[src/rtl/core/dma_pkg.sv]
`timescale 1ns / 1ps
`default_nettype none

package dma_pkg;

	localparam int SAMPLE_W   = 12;
	localparam int SUM_W      = 16;
	localparam int AVG_W      = 12;
	localparam int DIV_CNT_W  = $clog2(AVG_W);
	localparam int CFG_ADDR_W = 2;
	localparam int CFG_DATA_W = 12;
	localparam int S_TDATA_W  = 24;
	localparam int M_TDATA_W  = 32;

	localparam logic [CFG_ADDR_W-1:0] REG_ALARM_LEVEL_CH0 = CFG_ADDR_W'(0);
	localparam logic [CFG_ADDR_W-1:0] REG_ALARM_LEVEL_CH1 = CFG_ADDR_W'(1);

	localparam logic [CFG_DATA_W-1:0] ALARM_LEVEL_RESET = '1;

endpackage

`default_nettype wire

[src/rtl/core/dma_ring.sv]
`timescale 1ns / 1ps
`default_nettype none

module dma_ring #(
	parameter int WINDOW = 10
) (
	input  logic                             clk,
	input  logic                             arst_n,
	input  logic                             push,
	input  logic [dma_pkg::SAMPLE_W-1:0]     sample_ch0,
	input  logic [dma_pkg::SAMPLE_W-1:0]     sample_ch1,
	output logic [dma_pkg::SUM_W-1:0]        sum_ch0,
	output logic [dma_pkg::SUM_W-1:0]        sum_ch1,
	output logic [$clog2(WINDOW+1)-1:0]      fill_count
);
	import dma_pkg::*;

	localparam int POS_W  = (WINDOW > 1) ? $clog2(WINDOW) : 1;
	localparam int FILL_W = $clog2(WINDOW + 1);

	logic [SAMPLE_W-1:0] ring_ch0_q [WINDOW];
	logic [SAMPLE_W-1:0] ring_ch1_q [WINDOW];
	logic [SUM_W-1:0]    sum_ch0_q;
	logic [SUM_W-1:0]    sum_ch1_q;
	logic [POS_W-1:0]    pos_q;
	logic [FILL_W-1:0]   fill_q;

	logic [SAMPLE_W-1:0] old_ch0;
	logic [SAMPLE_W-1:0] old_ch1;

	assign old_ch0 = ring_ch0_q[pos_q];
	assign old_ch1 = ring_ch1_q[pos_q];

	always_ff @(posedge clk or negedge arst_n) begin
		if (!arst_n) begin
			for (int i = 0; i < WINDOW; i++) begin
				ring_ch0_q[i] <= '0;
				ring_ch1_q[i] <= '0;
			end
			sum_ch0_q <= '0;
			sum_ch1_q <= '0;
			pos_q     <= '0;
			fill_q    <= '0;
		end else if (push) begin
			// The oldest entry leaves the window as the new sample enters it.
			sum_ch0_q <= sum_ch0_q - SUM_W'(old_ch0) + SUM_W'(sample_ch0);
			sum_ch1_q <= sum_ch1_q - SUM_W'(old_ch1) + SUM_W'(sample_ch1);
			ring_ch0_q[pos_q] <= sample_ch0;
			ring_ch1_q[pos_q] <= sample_ch1;
			if (pos_q == POS_W'(WINDOW - 1)) begin
				pos_q <= '0;
			end else begin
				pos_q <= pos_q + POS_W'(1);
			end
			if (fill_q != FILL_W'(WINDOW)) begin
				fill_q <= fill_q + FILL_W'(1);
			end
		end
	end

	assign sum_ch0    = sum_ch0_q;
	assign sum_ch1    = sum_ch1_q;
	assign fill_count = fill_q;

endmodule

`default_nettype wire

[src/rtl/core/dma_div.sv]
`timescale 1ns / 1ps
`default_nettype none

module dma_div #(
	parameter int FILL_W = 4
) (
	input  logic                       clk,
	input  logic                       arst_n,
	input  logic                       start,
	input  logic [dma_pkg::SUM_W-1:0]  dividend,
	input  logic [FILL_W-1:0]          divisor,
	output logic                       done,
	output logic [dma_pkg::AVG_W-1:0]  quotient
);
	import dma_pkg::*;

	logic                 busy_q;
	logic                 done_q;
	logic [DIV_CNT_W-1:0] cnt_q;
	logic [FILL_W-1:0]    rem_q;
	logic [AVG_W-1:0]     dq_q;

	logic [SUM_W-1:0]     dividend_hi;
	logic [FILL_W:0]      trial;
	logic [FILL_W:0]      diff;
	logic                 fits;

	// The windowed sum never exceeds fill * 4095, so the quotient fits in
	// AVG_W bits and the bits above them start out as a partial remainder
	// that is already below the divisor.
	assign dividend_hi = dividend >> AVG_W;

	assign trial = {rem_q, dq_q[AVG_W-1]};
	assign diff  = trial - {1'b0, divisor};
	assign fits  = (trial >= {1'b0, divisor});

	always_ff @(posedge clk or negedge arst_n) begin
		if (!arst_n) begin
			busy_q <= 1'b0;
			done_q <= 1'b0;
			cnt_q  <= '0;
		end else begin
			done_q <= busy_q && !start && (cnt_q == DIV_CNT_W'(AVG_W - 1));
			if (start) begin
				busy_q <= 1'b1;
				cnt_q  <= '0;
			end else if (busy_q) begin
				cnt_q <= cnt_q + DIV_CNT_W'(1);
				if (cnt_q == DIV_CNT_W'(AVG_W - 1)) begin
					busy_q <= 1'b0;
				end
			end
		end
	end

	// Restoring division, one quotient bit per cycle; quotient bits shift in
	// where the dividend bits shift out.
	always_ff @(posedge clk) begin
		if (start) begin
			rem_q <= dividend_hi[FILL_W-1:0];
			dq_q  <= dividend[AVG_W-1:0];
		end else if (busy_q) begin
			rem_q <= fits ? diff[FILL_W-1:0] : trial[FILL_W-1:0];
			dq_q  <= {dq_q[AVG_W-2:0], fits};
		end
	end

	assign done     = done_q;
	assign quotient = dq_q;

endmodule

`default_nettype wire

[src/rtl/core/dual_moving_average_alarm_core.sv]
// One request is processed at a time: s_tready is low from acceptance until the result
// is handed to the output register. A single shared restoring divider
// produces one quotient bit per cycle, 12 bits for each of the two channels.
// A finished result waits in the output register while the next request is taken.
// Reset (arst_n low, asynchronous) clears both sample windows, the sums, the write
// position and the fill count, and sets both alarm levels to 4095.
`timescale 1ns / 1ps
`default_nettype none

module dual_moving_average_alarm_core #(
	parameter int WINDOW = 10
) (
	input  logic                             clk,
	input  logic                             arst_n,
	input  logic                             s_tvalid,
	output logic                             s_tready,
	// s_tdata: [11:0] sample_ch0, [23:12] sample_ch1
	input  logic [dma_pkg::S_TDATA_W-1:0]    s_tdata,
	output logic                             m_tvalid,
	input  logic                             m_tready,
	// m_tdata: [11:0] average_ch0, [23:12] average_ch1, [24] alarm_flag, [31:25] zero
	output logic [dma_pkg::M_TDATA_W-1:0]    m_tdata,
	input  logic                             cfg_we,
	input  logic [dma_pkg::CFG_ADDR_W-1:0]   cfg_addr,
	input  logic [dma_pkg::CFG_DATA_W-1:0]   cfg_wdata
);
	import dma_pkg::*;

	localparam int FILL_W = $clog2(WINDOW + 1);

	typedef enum logic [2:0] {
		ST_IDLE,
		ST_START0,
		ST_WAIT0,
		ST_START1,
		ST_WAIT1,
		ST_OUT
	} state_t;

	state_t               state_q;
	logic [AVG_W-1:0]     avg_ch0_q;
	logic [AVG_W-1:0]     avg_ch1_q;
	logic                 m_tvalid_q;
	logic [M_TDATA_W-1:0] m_tdata_q;
	logic [CFG_DATA_W-1:0] level_ch0_q;
	logic [CFG_DATA_W-1:0] level_ch1_q;

	logic                 push;
	logic [SUM_W-1:0]     sum_ch0;
	logic [SUM_W-1:0]     sum_ch1;
	logic [FILL_W-1:0]    fill_count;
	logic                 div_start;
	logic [SUM_W-1:0]     div_dividend;
	logic                 div_done;
	logic [AVG_W-1:0]     div_quotient;
	logic                 alert;

	assign s_tready = (state_q == ST_IDLE);
	assign push     = s_tvalid && s_tready;

	dma_ring #(
		.WINDOW(WINDOW)
	) u_ring (
		.clk       (clk),
		.arst_n    (arst_n),
		.push      (push),
		.sample_ch0(s_tdata[SAMPLE_W-1:0]),
		.sample_ch1(s_tdata[2*SAMPLE_W-1:SAMPLE_W]),
		.sum_ch0   (sum_ch0),
		.sum_ch1   (sum_ch1),
		.fill_count(fill_count)
	);

	assign div_start    = (state_q == ST_START0) || (state_q == ST_START1);
	assign div_dividend = (state_q == ST_START1) ? sum_ch1 : sum_ch0;

	dma_div #(
		.FILL_W(FILL_W)
	) u_div (
		.clk     (clk),
		.arst_n  (arst_n),
		.start   (div_start),
		.dividend(div_dividend),
		.divisor (fill_count),
		.done    (div_done),
		.quotient(div_quotient)
	);

	assign alert = (avg_ch0_q > level_ch0_q) || (avg_ch1_q > level_ch1_q);

	always_ff @(posedge clk or negedge arst_n) begin
		if (!arst_n) begin
			level_ch0_q <= ALARM_LEVEL_RESET;
			level_ch1_q <= ALARM_LEVEL_RESET;
		end else if (cfg_we) begin
			case (cfg_addr)
				REG_ALARM_LEVEL_CH0: level_ch0_q <= cfg_wdata;
				REG_ALARM_LEVEL_CH1: level_ch1_q <= cfg_wdata;
				default: ;
			endcase
		end
	end

	always_ff @(posedge clk or negedge arst_n) begin
		if (!arst_n) begin
			state_q    <= ST_IDLE;
			m_tvalid_q <= 1'b0;
			m_tdata_q  <= '0;
			avg_ch0_q  <= '0;
			avg_ch1_q  <= '0;
		end else begin
			// In ST_OUT an accepted result is replaced by the new one below.
			if (m_tvalid_q && m_tready && (state_q != ST_OUT)) begin
				m_tvalid_q <= 1'b0;
			end
			case (state_q)
				ST_IDLE: begin
					if (push) begin
						state_q <= ST_START0;
					end
				end
				ST_START0: state_q <= ST_WAIT0;
				ST_WAIT0: begin
					if (div_done) begin
						avg_ch0_q <= div_quotient;
						state_q   <= ST_START1;
					end
				end
				ST_START1: state_q <= ST_WAIT1;
				ST_WAIT1: begin
					if (div_done) begin
						avg_ch1_q <= div_quotient;
						state_q   <= ST_OUT;
					end
				end
				ST_OUT: begin
					// Hand over only once the output register is free this cycle.
					if (!m_tvalid_q || m_tready) begin
						m_tvalid_q <= 1'b1;
						m_tdata_q  <= M_TDATA_W'({alert, avg_ch1_q, avg_ch0_q});
						state_q    <= ST_IDLE;
					end
				end
				default: state_q <= ST_IDLE;
			endcase
		end
	end

	assign m_tvalid = m_tvalid_q;
	assign m_tdata  = m_tdata_q;

endmodule

`default_nettype wire

[config.mk]
export PLATFORM = sky130hd
export DESIGN_NAME = dual_moving_average_alarm_core
export DESIGN_NICKNAME = d
export VERILOG_FILES = /design/src/rtl/core/dma_pkg.sv /design/src/rtl/core/dma_ring.sv /design/src/rtl/core/dma_div.sv /design/src/rtl/core/dual_moving_average_alarm_core.sv
export SDC_FILE = /design/constraint.sdc
export NUM_CORES = 1
export LEC_CHECK = 0
export ABC_AREA = 1
export BUFFER_PORTS_ARGS = -buffer_cell sky130_fd_sc_hd__buf_2
export CORE_ASPECT_RATIO = 2
export CORE_MARGIN = 4
export CORE_UTILIZATION = 30
export CTS_CLUSTER_SIZE = 8
export DETAILED_ROUTE_END_ITERATION = 6
export PLACE_DENSITY = 0.54
export SLEW_MARGIN = 20
export SYNTH_ARGS = -nofsm -noshare
export SYNTH_HDL_FRONTEND = slang
export SYNTH_SLANG_ARGS = --single-unit
export TNS_END_PERCENT = 5
[constraint.sdc]
create_clock -name clk -period 3.17 [get_ports clk]
set_input_delay 0.1585 -clock clk [delete_from_list [all_inputs] [get_ports clk]]
set_output_delay 0.1585 -clock clk [all_outputs]
set_load 0.01 [all_outputs]
Yosys cells after proc, flatten, opt, wreduce, memory -nomap -nowiden
Cells that the tools add are included.

operators by class
  add/sub/neg operators = 8
  equal/unequal tests = 14
  reduce and logical (&&, ||, !) cells = 21
  bitwise gates (word level) = 1
  magnitude comparators = 5
  muxes and demuxes = 30

operators with widths
  operator                                                               count
  120-bit bitwise mux                                                    2
  12-bit binary-select mux with 4-bit select                             2
  12-bit two-way mux                                                     7
  12-bit demux with 4-bit select                                         1
  16-bit by 12-bit adder with 16-bit output                              2
  16-bit by 12-bit subtractor with 16-bit output                         2
  12-bit greater-than comparator                                         2
  4-bit two-way mux                                                      6
  3-bit one-hot mux with 6 select lines                                  1
  16-bit two-way mux                                                     1
  4-bit by 1-bit adder with 4-bit output (second input constant)         3
  3-bit two-way mux                                                      4
  2-bit AND reduction                                                    6
  4-bit == test (second input constant)                                  2
  3-bit by 2-bit == test with 1-bit output (second input constant)       2
  3-bit == test (second input constant)                                  2
  1-bit logical AND                                                      6
  1-bit two-way mux                                                      6
  2-bit by 1-bit != test with 1-bit output (second input constant)       3
  5-bit by 4-bit greater-or-equal comparator with 1-bit output           1
  5-bit greater-or-equal comparator (second input constant)              1
  5-bit by 1-bit < comparator with 1-bit output (second input constant)  1
  4-bit NOT with 5-bit output                                            1
  4-bit != test (second input constant)                                  1
  11 further kinds                                                       14

word-level totals
  output and inout bits = 34
  word-level logic and storage cells = 115
  bits of input ports = 43
  register bits = 379

Depth between registers and ports, before layout
  word-level depth = 6
  depth in mapped cells = 22

Modules after synthesis
Synthesis repeated with hierarchy kept, for this count alone.

second synthesis, totals
  cell total of the unflattened synthesis = 2,318
  area total of the unflattened synthesis = 19,342.3 um2

modules (own cells, without submodules)
  module                          area each (um2)  times used  cells each
  dma_ring                        14,231.1         1           1,723
  dual_moving_average_alarm_core  3,903.7          1           460
  dma_div                         1,207.4          1           135

Worst setup path after synthesis
No wires, ideal clock.

  kind = register to register
  start = register u_ring.pos_q[0]
  end = register u_ring.sum_ch1_q[12] (netlist: u_ring.sum_ch1[12])
  required time = 3,052 ps
  path slack = 131 ps
  cell stages (with the launch flop) = 19
  arrival time = 2,921 ps
  buffers on the path = 3
  cells stage by stage = dfrtp_1 > buf_2 > nor2_2 > buf_2 > clkbuf_1 > a22oi_1 > nand2_1 > nand2_1 > nand3_1 > fa_1 > fa_1 > inv_1 > nand3_1 > nand3_1 > nand3_1 > nand3_1 > nand2_1 > nand3_1 > nand2_1

on the way
  word-level cells in the longest chain between the ends = 6

RTL lines
  what                                                   RTL line        text
  start: declaration                                     dma_ring.sv:25  logic [POS_W-1:0] pos_q;
  start signal: assignment                               dma_ring.sv:53  pos_q <= pos_q + POS_W'(1);
  4-bit NOT with 5-bit output (not written as such)      dma_ring.sv:32  assign old_ch1 = ring_ch1_q[pos_q];
  12-bit binary-select mux with 4-bit select             dma_ring.sv:32
  12-bit two-way mux (not written as such) (2 in a row)  dma_ring.sv:32
  16-bit by 12-bit subtractor with 16-bit output         dma_ring.sv:47  sum_ch1_q <= sum_ch1_q - SUM_W'(old_ch1) + SUM_W'(sample_ch1);
  16-bit by 12-bit adder with 16-bit output              dma_ring.sv:47
  end signal: assignment                                 dma_ring.sv:47
  end: declaration                                       dma_ring.sv:24  logic [SUM_W-1:0] sum_ch1_q;

Every way passes these cells. The select of a mux whose other input is x is not followed.
A chain may end at the register's enable or synchronous reset.

Worst setup path in the final report
  start = register u_ring.pos_q[0]
  end = register u_ring.sum_ch0_q[5] (netlist: u_ring.sum_ch0[5])

on the way
  word-level cells in the longest chain between the ends = 6

RTL lines
  what                                                   RTL line        text
  4-bit NOT with 5-bit output (not written as such)      dma_ring.sv:31  assign old_ch0 = ring_ch0_q[pos_q];
  12-bit binary-select mux with 4-bit select             dma_ring.sv:31
  12-bit two-way mux (not written as such) (2 in a row)  dma_ring.sv:31
  16-bit by 12-bit subtractor with 16-bit output         dma_ring.sv:46  sum_ch0_q <= sum_ch0_q - SUM_W'(old_ch0) + SUM_W'(sample_ch0);
  16-bit by 12-bit adder with 16-bit output              dma_ring.sv:46
  end signal: assignment                                 dma_ring.sv:46
  end: declaration                                       dma_ring.sv:23  logic [SUM_W-1:0] sum_ch0_q;

Every way passes these cells. The select of a mux whose other input is x is not followed.

==> summary.md <==
| Metric | Value |
|---|---|
| Status | finished, final reports clean |
| Fillers | 6341 |
| Commonest cells after routing, fill and taps aside | nand2_1, dfrtp_1, inv_1, o21ai_0, nor2_1 |
| Core area | 62900 µm² |
| # IOs | 77 |
| Row count | 130 |
| First-pass GRT wire length | 88700 µm |
| N_diodes | 0 |
| Vias in the first global route | 16200 |
| Fmax | 324 MHz |
| VDD IR-drop max | 0.366 mV |
| Slew Limit Fails | 0 |
| Syn Area/Cell | 8.32 µm² |
| Remaining global-route overflow | 0 |
| HP Class | in2reg |
| Leading area contributor after synthesis | dfrtp_1 |
| GR Util All Layers | 16.1% |
| Most common cell after layout, fill and taps aside | nand2_1 |
| Slew margin rel. | 42.5% |
| Initial DRT Pass Iterations | 7 |
| Final-stage net count | 2524 |
| Post-synth EDFFs | 16 |
| Root buf cell | clkbuf_16 |
| HPWL Detailed | 39300 µm |
| Die Wd | 187 µm |
| Die footprint | 68100 µm² |
| Area Overhead vs Synth | 21.4% |
| Initial antenna violation count | 2 |
| Setup crit start kind | flop |
| IO buf count | 69 |
| Top cells by area, synth | dfrtp_1, nand2_1, o21ai_0 |
| Crit share post-route | 97.5% |
| Largest net degree at the start of global routing | 97 |
| Clock Tree Buf Depth | 3 |
| DRT antenna net count | 0 |
| Post-synthesis cell type count | 39 |
| GPL Wtd Cong | 0.865 |
| Routed WL | 57200 µm |
| CTS tree | built |
| Synth async-reset ratio | 95.8% |
| CP Class | reg2reg |
| Final Core Density | 36.9% |
| CP arrival | 3540 ps |
| Critical Path RT | 3610 ps |
| Via count | 15700 |
| Final hold violation count | 0 |
| Layout cells sized above 1 | 16.4% |
| Crit-path max FO | 11 |
| Reg2reg setup slack | 80 ps |
| Area fraction of the dominant cell type after synthesis | 44.3% |
| Cell count after synthesis | 2301 |
| Synth Cell Area | 19100 µm² |
| Tmin final | 3090 ps |
| Synth Register Bits | 379 |
| Main synth FF type | dfrtp_1 |
| Yosys warnings | 0 |
| Leakage | 11.5 nW |
| Clock sink count | 379 |
| Initial core utilization | 30.4% |
| Initial DRC Count | 919 |
| Vias per cell | 4.91 |
| Sequential share of the synthesized area | 50.1% |
| Die Ht | 365 µm |
| Crit path capture type | flop |
| Max Cap Viol | 0 |
| H-Tree Depth | 2 |
| Final setup viols | 0 |
| Clk slew on worst S/H paths | 50 ps |
| Setup Slack @ Placement | -128 ps |
| Slew @ Worst Pin | 859 ps |
| DRC errors left | 0 |
| Routed len/inst | 17.9 µm |
| Fin Clk Skew | 38.2 ps |
| Clk Latency, worst-skew pair | 610 ps |
| Pwr dens | 495 nW/µm² |
| RSZ-0062 raised after global routing | true |
| Worst setup margin | 79.4 ps |
| TritonCTS Buffers | 53 |
## synth_stat cells (16+ instances only)
master      n
ha_1       63
nand2_1   706
inv_1     267
a21oi_1    89
a22oi_1   107
clkbuf_1   85
o21ai_0   204
dfrtp_1   339
a32oi_1    24
nand3_1    74
dfstp_2    24
fa_1       25
edfxtp_1   16
o21ai_1    68
buf_2      35
nor2_1     95
## final timing paths
| check | startpoint | to | depth (start not counted) |
|---|---|---|---|
| max in group asynchronous | arst_n | level_ch0_q[11] | 3 |
| setup / recovery | u_ring.pos_q[0] | u_ring.sum_ch0[5] | 17 |
| hold reg to reg | m_tdata[14] | m_tdata[14] | 2 |
| hold / removal | s_tdata[20] | u_ring.ring_ch1_q[68] | 3 |
| min in group asynchronous | arst_n | u_ring.ring_ch0_q[78] | 2 |
| setup reg to reg | u_ring.pos_q[0] | u_ring.sum_ch0[5] | 17 |
## power by group
part / leakage (nW) / internal (mW) / switching, mW
logic: 5.77 / 0.468 / 0.808
clock network: 0.710 / 3.05 / 2.13
registers: 5.00 / 4.98 / 0.0675
## registers in the layout, indices dropped and copies added, names as in the netlist, 16 cells and up
register	count
m_tdata	25
u_ring.ring_ch0_q	120
u_ring.ring_ch1_q	120
u_ring.sum_ch0	16
u_ring.sum_ch1	16
## through the flow
| step | total power, mW | TNS (ps) | std cells | cell area, µm² | hold WS, ps |
|---|---|---|---|---|---|
| 2_1_floorplan | 5.77 | 0 | 2307 | 19200 | -137 |
| 6_report | 11.5 | 0 | 3197 | 23200 | 13.0 |
| 3_5_place_dp | 6.20 | -550 | 3095 | 20600 | 241 |
| 3_3_place_gp | 6.18 | -205 | 3095 | 20600 | 239 |
| 5_1_grt | 12.0 | -283 | 3197 | 23200 | 49.9 |
| 4_1_cts | 11.5 | -63.8 | 3182 | 22300 | 0.436 |
## kinds of logic after synthesis
logic type	count (synthesis)	share of synthesized area [%]
XOR/XNOR	14	0.641
AND/OR/NAND/NOR	907	18.8
other	1	0.0196
buffers and inverters	408	8.53
AO/OA/AOI/OAI	504	15.2
flip-flops	379	50.1
adder cells (fa/ha/maj)	88	6.73
## critical path, stage by stage, from the launching register on
cell and delay, ps:
dfrtp_2 460, inv_2 90, nor2_4 50, buf_12 140, clkbuf_16 180, a22oi_2 140, nand2_1 70, nand2_1 80
nand3_2 110, fa_2 600, inv_1 50, ha_1 310, nand2_1 90, nor2_1 40, nand2_1 110, nand3_4 120
xnor2_2 220, o21ai_0 110
## timing repair
action / CTS / global route
setup endpoints to repair: 13 / 23
pin swaps: 0 / 25
hold endpoints to repair: 119 / 0
hold buffers: 20 / 0
buffers inserted: 0 / 9
resized for setup: 3 / 157
gates cloned: 0 / 6
## per-layer routing
layer / GRT usage [%] / up-vias / wire length, µm
li1: - / 7610 / -
met1: 17.3 / 7559 / 21200
met2: 31.1 / 394 / 30700
met3: 2.34 / 141 / 2310
met4: 7.28 / 4 / 3010
met5: 0 / - / 27
## layout make-up
class | count | area (µm²) | area share (%)
clock inverter | 3 | 65.1 | 0.280
tap | 792 | 991 | 4.27
timing repair buffer | 167 | 1440 | 6.18
clock buffer | 64 | 1400 | 6.02
multi-input combinational | 1520 | 8730 | 37.6
sequential | 379 | 9600 | 41.3
inverter | 272 | 1020 | 4.39
No activity file was read; power rests on OpenSTA's default activity.
